File: config.mk
export PLATFORM = sky130hd
export DESIGN_NAME = tape_deck_mode_emulator_core_flat
export DESIGN_NICKNAME = d
export VERILOG_FILES = /design/src/rtl/core/tdme_pkg.sv /design/src/rtl/core/tdme_if.sv /design/src/rtl/core/tdme_ctrl.sv /design/src/rtl/core/tape_deck_mode_emulator_core.sv /design/src/flat_wrapper.sv
export SDC_FILE = /design/constraint.sdc
export NUM_CORES = 1
export LEC_CHECK = 0
export CORE_ASPECT_RATIO = 0.6
export CORE_MARGIN = 2
export CORE_UTILIZATION = 34
export DETAILED_ROUTE_END_ITERATION = 8
export DONT_BUFFER_PORTS = 1
export HOLD_SLACK_MARGIN = 0.15
export PLACE_DENSITY_LB_ADDON = 0.12
export SLEW_MARGIN = 15
export SYNTH_ARGS = -nofsm -noshare
export SYNTH_HDL_FRONTEND = slang
export SYNTH_SLANG_ARGS = --single-unit
File: constraint.sdc
create_clock -name clk_i -period 8.6 [get_ports clk_i]
set_clock_uncertainty 0.1 [all_clocks]
set_input_delay 0.86 -clock clk_i [delete_from_list [all_inputs] [get_ports clk_i]]
set_output_delay 0.86 -clock clk_i [all_outputs]
set_load 0.05 [all_outputs]
File: src/rtl/core/tdme_pkg.sv
package tdme_pkg;

  localparam int unsigned DurW    = 12;
  localparam int unsigned CfgIdxW = 3;
  localparam int unsigned ByteW   = 8;

  typedef enum logic [1:0] {
    MODE_IDLE_OUT = 2'd0,
    MODE_IDLE_IN  = 2'd1,
    MODE_STARTING = 2'd2,
    MODE_PLAYING  = 2'd3
  } tdme_mode_e;

  typedef enum logic [1:0] {
    CMD_TICK   = 2'd0,
    CMD_SPI    = 2'd1,
    CMD_ENABLE = 2'd2,
    CMD_BUTTON = 2'd3
  } tdme_cmd_e;

  typedef enum logic [CfgIdxW-1:0] {
    REG_PLAY_LEAD  = 3'd0,
    REG_PLAY_LOW   = 3'd1,
    REG_PLAY_HIGH  = 3'd2,
    REG_CLOCK_LOW  = 3'd3,
    REG_CLOCK_HIGH = 3'd4
  } tdme_reg_e;

  localparam logic [ByteW-1:0] BytePlayA = 8'hAC;
  localparam logic [ByteW-1:0] BytePlayB = 8'hA8;
  localparam logic [ByteW-1:0] ByteStop  = 8'h00;

  localparam logic [DurW-1:0] PlayLeadRst  = 12'd300;
  localparam logic [DurW-1:0] PlayLowRst   = 12'd337;
  localparam logic [DurW-1:0] PlayHighRst  = 12'd77;
  localparam logic [DurW-1:0] ClockLowRst  = 12'd1;
  localparam logic [DurW-1:0] ClockHighRst = 12'd25;

  typedef struct packed {
    logic [DurW-1:0] play_lead_ms;
    logic [DurW-1:0] play_low_ms;
    logic [DurW-1:0] play_high_ms;
    logic [DurW-1:0] clock_low_ms;
    logic [DurW-1:0] clock_high_ms;
  } tdme_cfg_t;

  typedef struct packed {
    tdme_mode_e mode;
    logic       switch_level;
    logic       clock_drive_low;
    logic       select_out;
    logic       led_red;
    logic       led_grn;
  } tdme_res_t;

endpackage

File: src/rtl/core/tdme_if.sv
interface tdme_in_if;
  import tdme_pkg::*;

  logic             valid;
  logic             ready;
  logic [1:0]       cmd;
  logic [ByteW-1:0] spi_byte;
  logic             enable_high;

  modport source (output valid, output cmd, output spi_byte, output enable_high,
                  input ready);
  modport sink   (input valid, input cmd, input spi_byte, input enable_high,
                  output ready);
endinterface

interface tdme_out_if;
  logic       valid;
  logic       ready;
  logic [1:0] mode;
  logic       switch_level;
  logic       clock_drive_low;
  logic       select_out;
  logic       led_red;
  logic       led_grn;

  modport source (output valid, output mode, output switch_level, output clock_drive_low,
                  output select_out, output led_red, output led_grn, input ready);
  modport sink   (input valid, input mode, input switch_level, input clock_drive_low,
                  input select_out, input led_red, input led_grn, output ready);
endinterface

interface tdme_cfg_if;
  import tdme_pkg::*;

  logic               valid;
  logic               ready;
  logic [CfgIdxW-1:0] index;
  logic [DurW-1:0]    data;

  modport source (output valid, output index, output data, input ready);
  modport sink   (input valid, input index, input data, output ready);
endinterface

File: src/rtl/core/tdme_ctrl.sv
module tdme_ctrl #(
  parameter int unsigned TIMER_BITS = 12
) (
  input  logic                       clk_i,
  input  logic                       rst_ni,
  input  logic                       step_i,
  input  logic [1:0]                 cmd_i,
  input  logic [tdme_pkg::ByteW-1:0] spi_byte_i,
  input  logic                       enable_high_i,
  input  tdme_pkg::tdme_cfg_t        cfg_i,
  output tdme_pkg::tdme_res_t        res_o
);
  import tdme_pkg::*;

  localparam int unsigned CmpW = (TIMER_BITS > DurW) ? TIMER_BITS : DurW;
  localparam logic [TIMER_BITS-1:0] TimerMax = {TIMER_BITS{1'b1}};

  localparam logic [1:0] SeqIdle = 2'd0;
  localparam logic [1:0] SeqLead = 2'd1;
  localparam logic [1:0] SeqLow  = 2'd2;
  localparam logic [1:0] SeqHigh = 2'd3;
  localparam logic [1:0] ClkIdle = 2'd0;
  localparam logic [1:0] ClkLow  = 2'd1;
  localparam logic [1:0] ClkHigh = 2'd2;

  function automatic logic [TIMER_BITS-1:0] sat_dur(input logic [DurW-1:0] v);
    logic [CmpW-1:0] ext;
    ext = CmpW'(v);
    if (ext > CmpW'(TimerMax)) begin
      return TimerMax;
    end
    return TIMER_BITS'(ext);
  endfunction

  tdme_mode_e            mode_q, mode_d;
  logic                  started_q, started_d;
  logic                  busy_q, busy_d;
  logic [1:0]            seq_q, seq_d;
  logic [1:0]            clkph_q, clkph_d;
  logic [TIMER_BITS-1:0] cnt_q, cnt_d;
  logic                  switch_q, switch_d;
  logic                  select_q, select_d;
  logic                  clk_low_q, clk_low_d;
  logic                  red_q, red_d;
  logic                  green_q, green_d;

  always_comb begin
    logic                  run;
    logic                  eval;
    logic [DurW-1:0]       dur_raw;
    logic [TIMER_BITS-1:0] dur;
    logic [TIMER_BITS-1:0] cnt_inc;

    mode_d    = mode_q;
    started_d = started_q;
    busy_d    = busy_q;
    seq_d     = seq_q;
    clkph_d   = clkph_q;
    cnt_d     = cnt_q;
    switch_d  = switch_q;
    select_d  = select_q;
    clk_low_d = clk_low_q;
    red_d     = red_q;
    green_d   = green_q;
    run       = (seq_q != SeqIdle) || (clkph_q != ClkIdle);
    eval      = 1'b0;

    unique case (seq_q)
      SeqLead: dur_raw = cfg_i.play_lead_ms;
      SeqLow:  dur_raw = cfg_i.play_low_ms;
      SeqHigh: dur_raw = cfg_i.play_high_ms;
      default: dur_raw = (clkph_q == ClkLow) ? cfg_i.clock_low_ms : cfg_i.clock_high_ms;
    endcase
    dur     = sat_dur(dur_raw);
    cnt_inc = (cnt_q != TimerMax) ? cnt_q + 1'b1 : cnt_q;

    unique case (tdme_cmd_e'(cmd_i))
      CMD_TICK: begin
        if (started_q) begin
          if (!run) begin
            eval = 1'b1;
          end else if (cnt_inc < dur) begin
            cnt_d = cnt_inc;
          end else begin
            cnt_d = '0;
            priority if (seq_q == SeqLead) begin
              switch_d = 1'b0;
              seq_d    = SeqLow;
            end else if (seq_q == SeqLow) begin
              switch_d = 1'b1;
              seq_d    = SeqHigh;
            end else if (seq_q == SeqHigh) begin
              switch_d = 1'b0;
              seq_d    = SeqIdle;
              mode_d   = MODE_PLAYING;
              if (!busy_q) begin
                red_d     = 1'b0;
                green_d   = 1'b1;
                clk_low_d = 1'b1;
                clkph_d   = ClkLow;
              end
            end else if (clkph_q == ClkLow) begin
              clk_low_d = 1'b0;
              clkph_d   = ClkHigh;
            end else begin
              clkph_d = ClkIdle;
              eval    = 1'b1;
            end
          end
          if (eval) begin
            unique case (mode_q)
              MODE_IDLE_OUT: begin
                red_d    = 1'b1;
                green_d  = 1'b0;
                switch_d = 1'b0;
              end
              MODE_IDLE_IN: begin
                red_d    = 1'b0;
                green_d  = 1'b0;
                switch_d = 1'b1;
              end
              MODE_STARTING: begin
                seq_d = SeqLead;
                cnt_d = '0;
              end
              default: begin
                if (!busy_q) begin
                  red_d     = 1'b0;
                  green_d   = 1'b1;
                  clk_low_d = 1'b1;
                  clkph_d   = ClkLow;
                  cnt_d     = '0;
                end
              end
            endcase
          end
        end
      end
      CMD_SPI: begin
        if ((spi_byte_i == BytePlayA) || (spi_byte_i == BytePlayB)) begin
          mode_d = MODE_STARTING;
        end else if ((spi_byte_i == ByteStop) && (mode_q == MODE_PLAYING)) begin
          mode_d = MODE_IDLE_IN;
        end
      end
      CMD_ENABLE: begin
        if (enable_high_i) begin
          select_d = 1'b1;
          busy_d   = 1'b0;
        end else begin
          clk_low_d = 1'b0;
          select_d  = 1'b0;
          busy_d    = 1'b1;
        end
      end
      default: begin
        if (!started_q) begin
          started_d = 1'b1;
          switch_d  = 1'b1;
        end
      end
    endcase

    res_o.mode            = mode_d;
    res_o.switch_level    = switch_d;
    res_o.clock_drive_low = clk_low_d;
    res_o.select_out      = select_d;
    res_o.led_red         = red_d;
    res_o.led_grn         = green_d;
  end

  always_ff @(posedge clk_i or negedge rst_ni) begin
    if (!rst_ni) begin
      mode_q    <= MODE_IDLE_OUT;
      started_q <= 1'b0;
      busy_q    <= 1'b0;
      seq_q     <= SeqIdle;
      clkph_q   <= ClkIdle;
      cnt_q     <= '0;
      switch_q  <= 1'b0;
      select_q  <= 1'b1;
      clk_low_q <= 1'b0;
      red_q     <= 1'b1;
      green_q   <= 1'b0;
    end else if (step_i) begin
      mode_q    <= mode_d;
      started_q <= started_d;
      busy_q    <= busy_d;
      seq_q     <= seq_d;
      clkph_q   <= clkph_d;
      cnt_q     <= cnt_d;
      switch_q  <= switch_d;
      select_q  <= select_d;
      clk_low_q <= clk_low_d;
      red_q     <= red_d;
      green_q   <= green_d;
    end
  end

endmodule

File: src/rtl/core/tape_deck_mode_emulator_core.sv
// channel   dir  handshake        payload
// in_i      in   valid / ready    cmd, spi_byte, enable_high
// out_o     out  valid / ready    mode, switch_level, clock_drive_low, select_out, led_*
// cfg_i     in   valid / ready    index, data (always ready)
//
// two register stages: input register, then state update and result register
// one item per cycle sustained while out_o is not stalled
// rst_ni clears all control state and reloads the duration registers
// a stalled result holds both stages; the input register still takes an item while
// the result register is full and the input register is empty
module tape_deck_mode_emulator_core #(
  parameter int unsigned TIMER_BITS = 12
) (
  input  logic       clk_i,
  input  logic       rst_ni,
  tdme_in_if.sink    in_i,
  tdme_out_if.source out_o,
  tdme_cfg_if.sink   cfg_i
);
  import tdme_pkg::*;

  tdme_cfg_t        cfg_q;
  logic             s1_valid_q;
  logic [1:0]       s1_cmd_q;
  logic [ByteW-1:0] s1_byte_q;
  logic             s1_en_q;
  logic             out_valid_q;
  tdme_res_t        out_q;
  tdme_res_t        res;
  logic             adv;
  logic             step;

  assign adv        = !out_valid_q || out_o.ready;
  assign step       = s1_valid_q && adv;
  assign in_i.ready = !s1_valid_q || adv;
  assign cfg_i.ready = 1'b1;

  always_ff @(posedge clk_i or negedge rst_ni) begin
    if (!rst_ni) begin
      cfg_q.play_lead_ms  <= PlayLeadRst;
      cfg_q.play_low_ms   <= PlayLowRst;
      cfg_q.play_high_ms  <= PlayHighRst;
      cfg_q.clock_low_ms  <= ClockLowRst;
      cfg_q.clock_high_ms <= ClockHighRst;
    end else if (cfg_i.valid) begin
      case (tdme_reg_e'(cfg_i.index))
        REG_PLAY_LEAD:  cfg_q.play_lead_ms  <= cfg_i.data;
        REG_PLAY_LOW:   cfg_q.play_low_ms   <= cfg_i.data;
        REG_PLAY_HIGH:  cfg_q.play_high_ms  <= cfg_i.data;
        REG_CLOCK_LOW:  cfg_q.clock_low_ms  <= cfg_i.data;
        REG_CLOCK_HIGH: cfg_q.clock_high_ms <= cfg_i.data;
        default: ;
      endcase
    end
  end

  always_ff @(posedge clk_i or negedge rst_ni) begin
    if (!rst_ni) begin
      s1_valid_q  <= 1'b0;
      out_valid_q <= 1'b0;
    end else begin
      if (in_i.ready) begin
        s1_valid_q <= in_i.valid;
      end
      if (step) begin
        out_valid_q <= 1'b1;
      end else if (out_o.ready) begin
        out_valid_q <= 1'b0;
      end
    end
  end

  always_ff @(posedge clk_i) begin
    if (in_i.valid && in_i.ready) begin
      s1_cmd_q  <= in_i.cmd;
      s1_byte_q <= in_i.spi_byte;
      s1_en_q   <= in_i.enable_high;
    end
    if (step) begin
      out_q <= res;
    end
  end

  tdme_ctrl #(
    .TIMER_BITS(TIMER_BITS)
  ) u_ctrl (
    .clk_i        (clk_i),
    .rst_ni       (rst_ni),
    .step_i       (step),
    .cmd_i        (s1_cmd_q),
    .spi_byte_i   (s1_byte_q),
    .enable_high_i(s1_en_q),
    .cfg_i        (cfg_q),
    .res_o        (res)
  );

  assign out_o.valid           = out_valid_q;
  assign out_o.mode            = out_q.mode;
  assign out_o.switch_level    = out_q.switch_level;
  assign out_o.clock_drive_low = out_q.clock_drive_low;
  assign out_o.select_out      = out_q.select_out;
  assign out_o.led_red         = out_q.led_red;
  assign out_o.led_grn         = out_q.led_grn;

endmodule
File: src/flat_wrapper.sv
// flat-port wrapper written by rule: the top's interface ports become plain ports
module tape_deck_mode_emulator_core_flat import tdme_pkg::*;
#(
  parameter int unsigned TIMER_BITS = 12
)
  (clk_i, rst_ni, in_i_valid, in_i_cmd, in_i_spi_byte, in_i_enable_high, in_i_ready, out_o_valid, out_o_mode, out_o_switch_level, out_o_clock_drive_low, out_o_select_out, out_o_led_red, out_o_led_grn, out_o_ready, cfg_i_valid, cfg_i_index, cfg_i_data, cfg_i_ready);
  tdme_in_if in_i_i ();
  tdme_out_if out_o_i ();
  tdme_cfg_if cfg_i_i ();
  input  logic clk_i;
  input  logic rst_ni;
  input wire logic [$bits(in_i_i.valid)-1:0] in_i_valid;
  input wire logic [$bits(in_i_i.cmd)-1:0] in_i_cmd;
  input wire logic [$bits(in_i_i.spi_byte)-1:0] in_i_spi_byte;
  input wire logic [$bits(in_i_i.enable_high)-1:0] in_i_enable_high;
  output wire logic [$bits(in_i_i.ready)-1:0] in_i_ready;
  output wire logic [$bits(out_o_i.valid)-1:0] out_o_valid;
  output wire logic [$bits(out_o_i.mode)-1:0] out_o_mode;
  output wire logic [$bits(out_o_i.switch_level)-1:0] out_o_switch_level;
  output wire logic [$bits(out_o_i.clock_drive_low)-1:0] out_o_clock_drive_low;
  output wire logic [$bits(out_o_i.select_out)-1:0] out_o_select_out;
  output wire logic [$bits(out_o_i.led_red)-1:0] out_o_led_red;
  output wire logic [$bits(out_o_i.led_grn)-1:0] out_o_led_grn;
  input wire logic [$bits(out_o_i.ready)-1:0] out_o_ready;
  input wire logic [$bits(cfg_i_i.valid)-1:0] cfg_i_valid;
  input wire logic [$bits(cfg_i_i.index)-1:0] cfg_i_index;
  input wire logic [$bits(cfg_i_i.data)-1:0] cfg_i_data;
  output wire logic [$bits(cfg_i_i.ready)-1:0] cfg_i_ready;
  assign in_i_i.valid = in_i_valid;
  assign in_i_i.cmd = in_i_cmd;
  assign in_i_i.spi_byte = in_i_spi_byte;
  assign in_i_i.enable_high = in_i_enable_high;
  assign in_i_ready = in_i_i.ready;
  assign out_o_valid = out_o_i.valid;
  assign out_o_mode = out_o_i.mode;
  assign out_o_switch_level = out_o_i.switch_level;
  assign out_o_clock_drive_low = out_o_i.clock_drive_low;
  assign out_o_select_out = out_o_i.select_out;
  assign out_o_led_red = out_o_i.led_red;
  assign out_o_led_grn = out_o_i.led_grn;
  assign out_o_i.ready = out_o_ready;
  assign cfg_i_i.valid = cfg_i_valid;
  assign cfg_i_i.index = cfg_i_index;
  assign cfg_i_i.data = cfg_i_data;
  assign cfg_i_ready = cfg_i_i.ready;
  tape_deck_mode_emulator_core #(.TIMER_BITS(TIMER_BITS)) u_core (.clk_i(clk_i), .rst_ni(rst_ni), .in_i(in_i_i), .out_o(out_o_i), .cfg_i(cfg_i_i));
endmodule
==> results_dict.tcl, run 1 <==
set metrics [dict create \
    grt_pass1_wl_um 20700 \
    maxSlewHeadroom_pct 41.2 \
    viasPerCell 5.49 \
    synth_area_sq_um 5330 \
    die_w_um 166 \
    nets 529 \
    insertion_delay_ns 0.35 \
    rows 35 \
    setup_viol 0 \
    drv_cap 0 \
    final_max_slew_viol_count 0 \
    required_ns 8.61 \
    tightest_slew_ns 0.878 \
    p_total_mw 1.50 \
    finalCritPeriodShare_pct 53.8 \
    synth-seq-cells 105 \
    pwr-share-comb_pct 26.9 \
    cts_hold_buf 1 \
    cp_top_family "simple AND/OR/NAND/NOR gates" \
    vias 3761 \
    portBuffers 0 \
    max_stage_delay_ns 0.59 \
    internal-power_mw 0.989 \
    fin_crit_ns 4.63 \
    ctsHtreeMaxLevel 3 \
    drive_gt1_share_pct 23.4 \
    cts_tree "done" \
    antenna_found_initial 0 \
    synthCells 479 \
    totalWireLength_um 13100 \
    gp_congestion 0.788 \
    first_pass_iters 5 \
    swShare_pct 34.1 \
    dpl.hpwl_um 9140 \
    status "complete, no violations" \
    crit_arrival_ns 4.63 \
    final_cell_mix "dfrtp_1, mux2_2, nor2_1" \
    crit_chain "ha_1 > nand3_1 > or2_2 > nor2_1 > nor2_1 > and3_1 > xor2_1 > ha_1 > nand4_1 > inv_1 > nand4_1 > o311a_1 > o41ai_4 > nand3_1 > and3_1 > a211o_1" \
    io_pins 41 \
    crit_buf_inv 1 \
    grt_overflow 0 \
    cts_resized 0 \
    syn_nets 531 \
    core-area_sq_um 15300 \
    final_hold_viol_count 0 \
    final_common_cell "dfrtp_1" \
    first_iter_violations 364 \
    synth.top_cells.by_area "dfrtp_1, mux2_2, edfxtp_1, dfstp_2, ha_1" \
    placed_cells 668 \
    fp.dieH_um 101 \
    clk_pin_slew_ns 0.08 \
    syn_avg_cell_area_sq_um 11.1 \
    p_sw_mw 0.512 \
    rsz0062_at_grt "false" \
    cts_buffers 9 \
    synth_top_cell_area_share_pct 32.4 \
    diodes 0 \
    wl_per_cell_um 19.1 \
    area_growth_pct 10.2 \
    peakVddDrop_mv 0.110 \
    critPathCaptureType "flip-flop" \
    ctsRootBufferMaster "clkbuf_16" \
    cts.path.max_buffers 2 \
    grt_use_total_pct 16.7 \
    place_ws_ns 4.02 \
    finalInstanceArea_sq_um 5870 \
    drc_errors 0 \
    synth_enable_flop_cells 18 \
    r2r_setup_slack_ns 3.97 \
    async_reset_ff_share_pct 82.9 \
    ant_nets 0 \
    dieArea_sq_um 16700 \
    max_freq_mhz 216 \
    min_path_type "input port to async pin" \
    crit_path_start_kind "flip-flop" \
    hold_slack_ns 0.241 \
    setup_tns_ns 0 \
    place_area_sq_um 5550 \
    yosys_warnings 0 \
    start_util_pct 34.8 \
    setup_slack_ns 3.97 \
    cp_max_fo 18 \
    grt_max_degree 70 \
    ys_seq_area_share_pct 51.4 \
    p_seq_share_pct 46.3 \
    synth_top_area_cell "dfrtp_1" \
    utilization_pct 38.3 \
    synth_cell_types 56 \
    pwr-share-clk_pct 26.7 \
    critPathSlowestCell "o41ai_4" \
    synth_ff_type "dfrtp_1" \
    instances_no_fill 685 \
    p_per_area_nw_per_um2 256 \
    grt_pass1_vias 3589 \
    leakage_nw 2.43 \
    crit_type "flip-flop to flip-flop" \
    cts.sinks 105 \
    cts_setup_buffers 0 \
]
## area by class of cell
type / instances / area (sq um)
multi-input combinational: 341 / 2460
clock buffer: 10 / 229
inverter: 12 / 45.0
fill: 1479 / 9460
clock inverter: 6 / 62.6
sequential: 105 / 2740
tap: 203 / 254
timing repair buffer: 8 / 80.1
## worst paths after layout
check                                             from                   end  cells after the start
max in group asynchronous                       rst_ni      u_core.cfg_q[52]                      1
worst max register to register  u_core.u_ctrl.cnt_q[0]  u_core.out_o.led_red                     16
worst max-delay path            u_core.u_ctrl.cnt_q[0]  u_core.out_o.led_red                     16
worst min-delay path                            rst_ni      u_core.cfg_q[24]                      0
min in group clk_i                   u_core.s1_valid_q    u_core.out_o.valid                      1
worst min register to register       u_core.s1_valid_q    u_core.out_o.valid                      1
## cell usage after synthesis (7+ instances only)
library cell  count
dfrtp_1          69
mux2_2           63
nor2_1           55
nand2_1          46
o21ai_0          31
ha_1             21
dfstp_2          18
edfxtp_1         18
clkbuf_1         17
a222oi_1         12
inv_1            12
a21oi_1          11
a32o_1           10
nand3_1           9
nand4_1           7
## registers in the layout, indices dropped and copies added (netlist names), 2 cells and up
register and count:
u_core.u_ctrl.cnt_q 12, u_core.s1_cmd_q 2, u_core.s1_byte_q 8, u_core.u_ctrl.clkph_q 2, u_core.u_ctrl.mode_q 2, u_core.out_o.mode 2
u_core.cfg_q 60, u_core.u_ctrl.seq_q 2
## per-layer routing
metal / share of wire (%) / GRT usage (%)
met4: 0.89 / 3.78
met5: 0 / 0
met2: 39 / 21.6
met3: 5.8 / 4.36
met1: 55 / 27.0
## power groups by stage
stage	sequential, mW	combinational, mW	clock [mW]
floorplan	0.677	0.309	0
global placement	0.701	0.386	0
detailed placement	0.702	0.397	0
CTS	0.694	0.406	0.416
global route	0.707	0.456	0.437
finish	0.695	0.404	0.401
## kinds of logic (layout without fill, tap and decap cells)
kind of cell,count (synthesis),in the layout,share of synthesized area [%]
compound gates,95,95,13.2
buf+inv,33,36,2.56
xor+xnor,5,5,0.822
fa+ha+maj,21,21,4.93
simple gates,156,156,13.7
flops,105,105,51.4
mux,63,63,13.3
other cells,1,1,0.0704
Note: power is estimated with default switching activity, not from simulation.
==> run 2: changes to the inputs <==
==> constraint.sdc (replaced) <==
create_clock -name clk_i -period 4.62 [get_ports clk_i]
set_clock_uncertainty 0.1 [all_clocks]
set_input_delay 0.462 -clock clk_i [delete_from_list [all_inputs] [get_ports clk_i]]
set_output_delay 0.462 -clock clk_i [all_outputs]
set_load 0.05 [all_outputs]
==> results_dict.tcl, run 2 (synthesized netlist as in run 1, its figures left out) <==
set metrics [dict create \
    fin_crit_ns 4.19 \
    swShare_pct 33.6 \
    p_seq_share_pct 44.8 \
    rows 35 \
    vias 3903 \
    final_cell_mix "dfrtp_1, mux2_2, nor2_1" \
    grt_pass1_vias 3839 \
    grt_pass1_wl_um 21400 \
    cp_max_fo 7 \
    min_path_type "input port to flip-flop" \
    first_iter_violations 320 \
    first_pass_iters 5 \
    viasPerCell 5.40 \
    required_ns 4.62 \
    cts.sinks 105 \
    multi_input_area_sq_um 2460 \
    ant_nets 0 \
    internal-power_mw 1.91 \
    antenna_found_initial 0 \
    crit_arrival_ns 4.19 \
    io_pins 41 \
    die_w_um 166 \
    seq_area_sq_um 2740 \
    diodes 0 \
    core-area_sq_um 15300 \
    totalWireLength_um 13200 \
    finalCritPeriodShare_pct 90.7 \
    final_common_cell "dfrtp_1" \
    portBuffers 0 \
    clk_pin_slew_ns 0.08 \
    p_sw_mw 0.967 \
    cts.path.max_buffers 2 \
    start_util_pct 34.8 \
    max_freq_mhz 239 \
    nets 567 \
    p_per_area_nw_per_um2 460 \
    cts_setup_buffers 0 \
    grt_overflow 0 \
    cts_tree "done" \
    final_hold_viol_count 0 \
    status "complete, no violations" \
    setup_slack_ns 0.427 \
    pwr-share-comb_pct 28.7 \
    ctsHtreeMaxLevel 3 \
    crit_path_start_kind "flip-flop" \
    setup_tns_ns 0 \
    dieArea_sq_um 16700 \
    wl_per_cell_um 18.3 \
    rsz0062_at_grt "false" \
    finalInstanceArea_sq_um 6250 \
    area_growth_pct 17.3 \
    place_area_sq_um 5630 \
    drive_gt1_share_pct 23.7 \
    placed_cells 677 \
    fp.dieH_um 101 \
    reg.largest.list "u_core.cfg_q: 60 flops, u_core.u_ctrl.cnt_q: 12 flops, u_core.s1_byte_q: 8 flops" \
    pwr-share-clk_pct 26.6 \
    dpl.hpwl_um 9380 \
    tightest_slew_ns 0.792 \
    critPathCaptureType "flip-flop" \
    peakVddDrop_mv 0.193 \
    crit_type "flip-flop to flip-flop" \
    hold_slack_ns 0.157 \
    drc_errors 0 \
    insertion_delay_ns 0.35 \
    maxSlewHeadroom_pct 47.1 \
    grt_max_degree 88 \
    instances_no_fill 723 \
    leakage_nw 2.60 \
    ctsRootBufferMaster "clkbuf_16" \
    setup_viol 0 \
    final_max_slew_viol_count 0 \
    regMostFlops "u_core.cfg_q" \
    grt_use_total_pct 17.0 \
    gp_congestion 0.871 \
    nFillCells 1500 \
    utilization_pct 40.8 \
    largest_reg_flops 60 \
    place_ws_ns 0.401 \
    cts_buffers 9 \
    drv_cap 0 \
    p_total_mw 2.88 \
]
-- run 2: worst paths after layout --
kind	depth (start not counted)	start	slack [ns]	end
worst max-delay path	16	u_core.u_ctrl.cnt_q[0]	0.43	u_core.out_o.led_red
worst min-delay path	1	cfg_i_data[2]	0.16	u_core.cfg_q[50]
worst max register to register	16	u_core.u_ctrl.cnt_q[0]	0.43	u_core.out_o.led_red
worst min register to register	1	u_core.s1_valid_q	0.40	u_core.out_o.valid
max in group asynchronous	2	rst_ni	3.45	u_core.cfg_q[56]
min in group asynchronous	2	rst_ni	0.58	u_core.s1_valid_q
-- run 2: worst max-delay path: stages, from the launching register on --
cell	delay, ns
dfrtp_1	0.43
ha_1	0.22
nand3_1	0.16
or2_2	0.33
nor2_1	0.20
nor2_1	0.09
and3_1	0.20
xor2_1	0.16
ha_1	0.31
nand4_1	0.12
inv_1	0.07
nand4_1	0.09
o311a_1	0.41
o41ai_4	0.45
nand3_1	0.12
and3_1	0.22
a211o_1	0.27
-- run 2: area by class of cell --
type / count / share of cell area (%)
timing repair buffer: 46 / 7.21
clock inverter: 6 / 0.761
clock buffer: 10 / 4.01
inverter: 12 / 0.721
sequential: 105 / 43.9
tap: 203 / 4.07
multi-input combinational: 341 / 39.4
-- run 2: timing repair --
item	in CTS	in global routing
hold endpoints to repair	114	6
hold buffers	23	7
resized for setup	0	0
endpoints found under the setup margin	0	1
-- run 2: power by group through the flow --
| stage | clock (mW) | sequential (mW) | combinational (mW) |
|---|---|---|---|
| 2_1_floorplan | 0 | 1.26 | 0.574 |
| 3_3_place_gp | 0 | 1.30 | 0.769 |
| 3_5_place_dp | 0 | 1.30 | 0.788 |
| 4_1_cts | 0.786 | 1.29 | 0.826 |
| 5_1_grt | 0.820 | 1.31 | 0.931 |
| 6_report | 0.765 | 1.29 | 0.824 |
-- run 2: layer usage --
metal / GRT usage, % / vias up / wire length (um)
li1: - / 1828 / -
met1: 27.1 / 1957 / 7260
met2: 22.8 / 106 / 5210
met3: 3.58 / 12 / 620
met4: 4.31 / 0 / 144
met5: 0 / - / 0
==> run 3: changes to the inputs <==
==> constraint.sdc (replaced) <==
create_clock -name clk_i -period 4.4 [get_ports clk_i]
set_clock_uncertainty 0.1 [all_clocks]
set_input_delay 0.44 -clock clk_i [delete_from_list [all_inputs] [get_ports clk_i]]
set_output_delay 0.44 -clock clk_i [all_outputs]
set_load 0.05 [all_outputs]
==> results_dict.tcl, run 3 (synthesized netlist as in run 1, its figures left out) <==
set metrics [dict create \
    status "complete, no violations" \
    max_freq_mhz 242 \
    largest_reg_flops 60 \
    grt_use_total_pct 16.6 \
    setup_tns_ns 0 \
    finalCritPeriodShare_pct 94.0 \
    tightest_slew_ns 0.884 \
    maxSlewHeadroom_pct 40.9 \
    required_ns 4.40 \
    portBuffers 0 \
    die_w_um 166 \
    area_growth_pct 17.0 \
    reg.largest.list "u_core.cfg_q: 60 flops, u_core.u_ctrl.cnt_q: 12 flops, u_core.s1_byte_q: 8 flops" \
    first_iter_violations 281 \
    cp_top_family "simple AND/OR/NAND/NOR gates" \
    final_hold_viol_count 0 \
    grt_pass1_wl_um 21100 \
    rsz0062_at_grt "false" \
    ctsHtreeMaxLevel 3 \
    antenna_found_initial 0 \
    drive_gt1_share_pct 24.2 \
    grt_pass1_vias 3800 \
    diodes 0 \
    drc_errors 0 \
    critPathSlowestCell "dfrtp_1" \
    crit_buf_inv 1 \
    crit_chain "ha_1 > nand3_1 > or2_2 > nor2_1 > nor2_1 > and3_1 > xor2_1 > ha_1 > nand4_1 > inv_1 > nand4_1 > o311a_1 > nor3_1 > nand3_1 > and3_1 > a211o_1" \
    min_path_type "input port to flip-flop" \
    viasPerCell 5.35 \
    cts_resized 0 \
    regMostFlops "u_core.cfg_q" \
    cts_buffers 9 \
    grt_overflow 0 \
    cts.sinks 105 \
    start_util_pct 34.8 \
    final_common_cell "dfrtp_1" \
    crit_type "flip-flop to flip-flop" \
    grt_max_degree 88 \
    first_pass_iters 6 \
    fp.dieH_um 101 \
    rows 35 \
    ant_nets 0 \
    critPathCaptureType "flip-flop" \
    final_max_slew_viol_count 0 \
    utilization_pct 40.7 \
    dpl.hpwl_um 9340 \
    nets 567 \
    io_pins 41 \
    peakVddDrop_mv 0.218 \
    gp_congestion 0.798 \
    dieArea_sq_um 16700 \
    drv_cap 0 \
    cts_tree "done" \
    wl_per_cell_um 18.2 \
    vias 3870 \
    crit_path_start_kind "flip-flop" \
    max_stage_delay_ns 0.44 \
    ctsRootBufferMaster "clkbuf_16" \
    cts.path.max_buffers 2 \
    cts_setup_buffers 0 \
    crit_arrival_ns 4.14 \
    setup_viol 0 \
    insertion_delay_ns 0.35 \
    leakage_nw 2.60 \
    cp_max_fo 6 \
    clk_pin_slew_ns 0.08 \
    totalWireLength_um 13200 \
    core-area_sq_um 15300 \
    final_cell_mix "dfrtp_1, mux2_2, nor2_1" \
    fin_crit_ns 4.14 \
    p_per_area_nw_per_um2 484 \
]
run 3: cell type report:
type,count,area (sq um)
Multi-Input combinational cell,341,2460
Inverter,12,45.0
Sequential cell,105,2740
Timing Repair Buffer,46,440
Clock buffer,10,229
Fill cell,1490,9100
Clock inverter,6,62.6
Tap cell,203,254
run 3: worst paths after layout:
check / from / endpoint / slack [ns] / depth (start not counted)
max: u_core.u_ctrl.cnt_q[0] / u_core.out_o.led_red / 0.26 / 16
min: out_o_ready / u_core.out_o.valid / 0.20 / 2
max reg2reg: u_core.u_ctrl.cnt_q[0] / u_core.out_o.led_red / 0.26 / 16
min reg2reg: u_core.s1_en_q / u_core.u_ctrl.busy_q / 0.39 / 1
max in group asynchronous: rst_ni / u_core.cfg_q[44] / 3.25 / 2
min in group asynchronous: rst_ni / u_core.out_o.valid / 0.53 / 2
run 3: metrics by stage:
stage / cell area (sq um) / hold slack, ns / std cells / power, mW / setup WS [ns]
after floorplan: 5330 / 0.0444 / 479 / 1.93 / 0.554
after global placement: 5660 / 0.0477 / 681 / 2.17 / 0.364
after CTS: 6230 / 0.185 / 723 / 3.04 / 0.230
after global routing: 6230 / 0.224 / 723 / 3.21 / 0.00408
final: 6230 / 0.195 / 723 / 3.01 / 0.264
after detailed placement: 5660 / 0.0471 / 681 / 2.19 / 0.239
run 3: timing repair:
action	in CTS	in global routing
endpoints found under the hold margin	159	0
setup endpoints to repair	0	2
hold buffers	26	0
run 3: power breakdown:
part | switching, mW | leakage [nW] | internal (mW)
clock | 0.392 | 0.142 | 0.400
combinational | 0.483 | 1.25 | 0.385
sequential | 0.161 | 1.21 | 1.19
run 3: routing by layer:
layer	wire length (um)	vias up	share of wire, %	GRT usage (%)
met1	7190	1944	55	26.3
met4	92	0	0.70	3.38
met2	5250	88	40	22.9
met3	631	6	4.8	3.70
li1	-	1832	-	-
met5	0	-	0	0
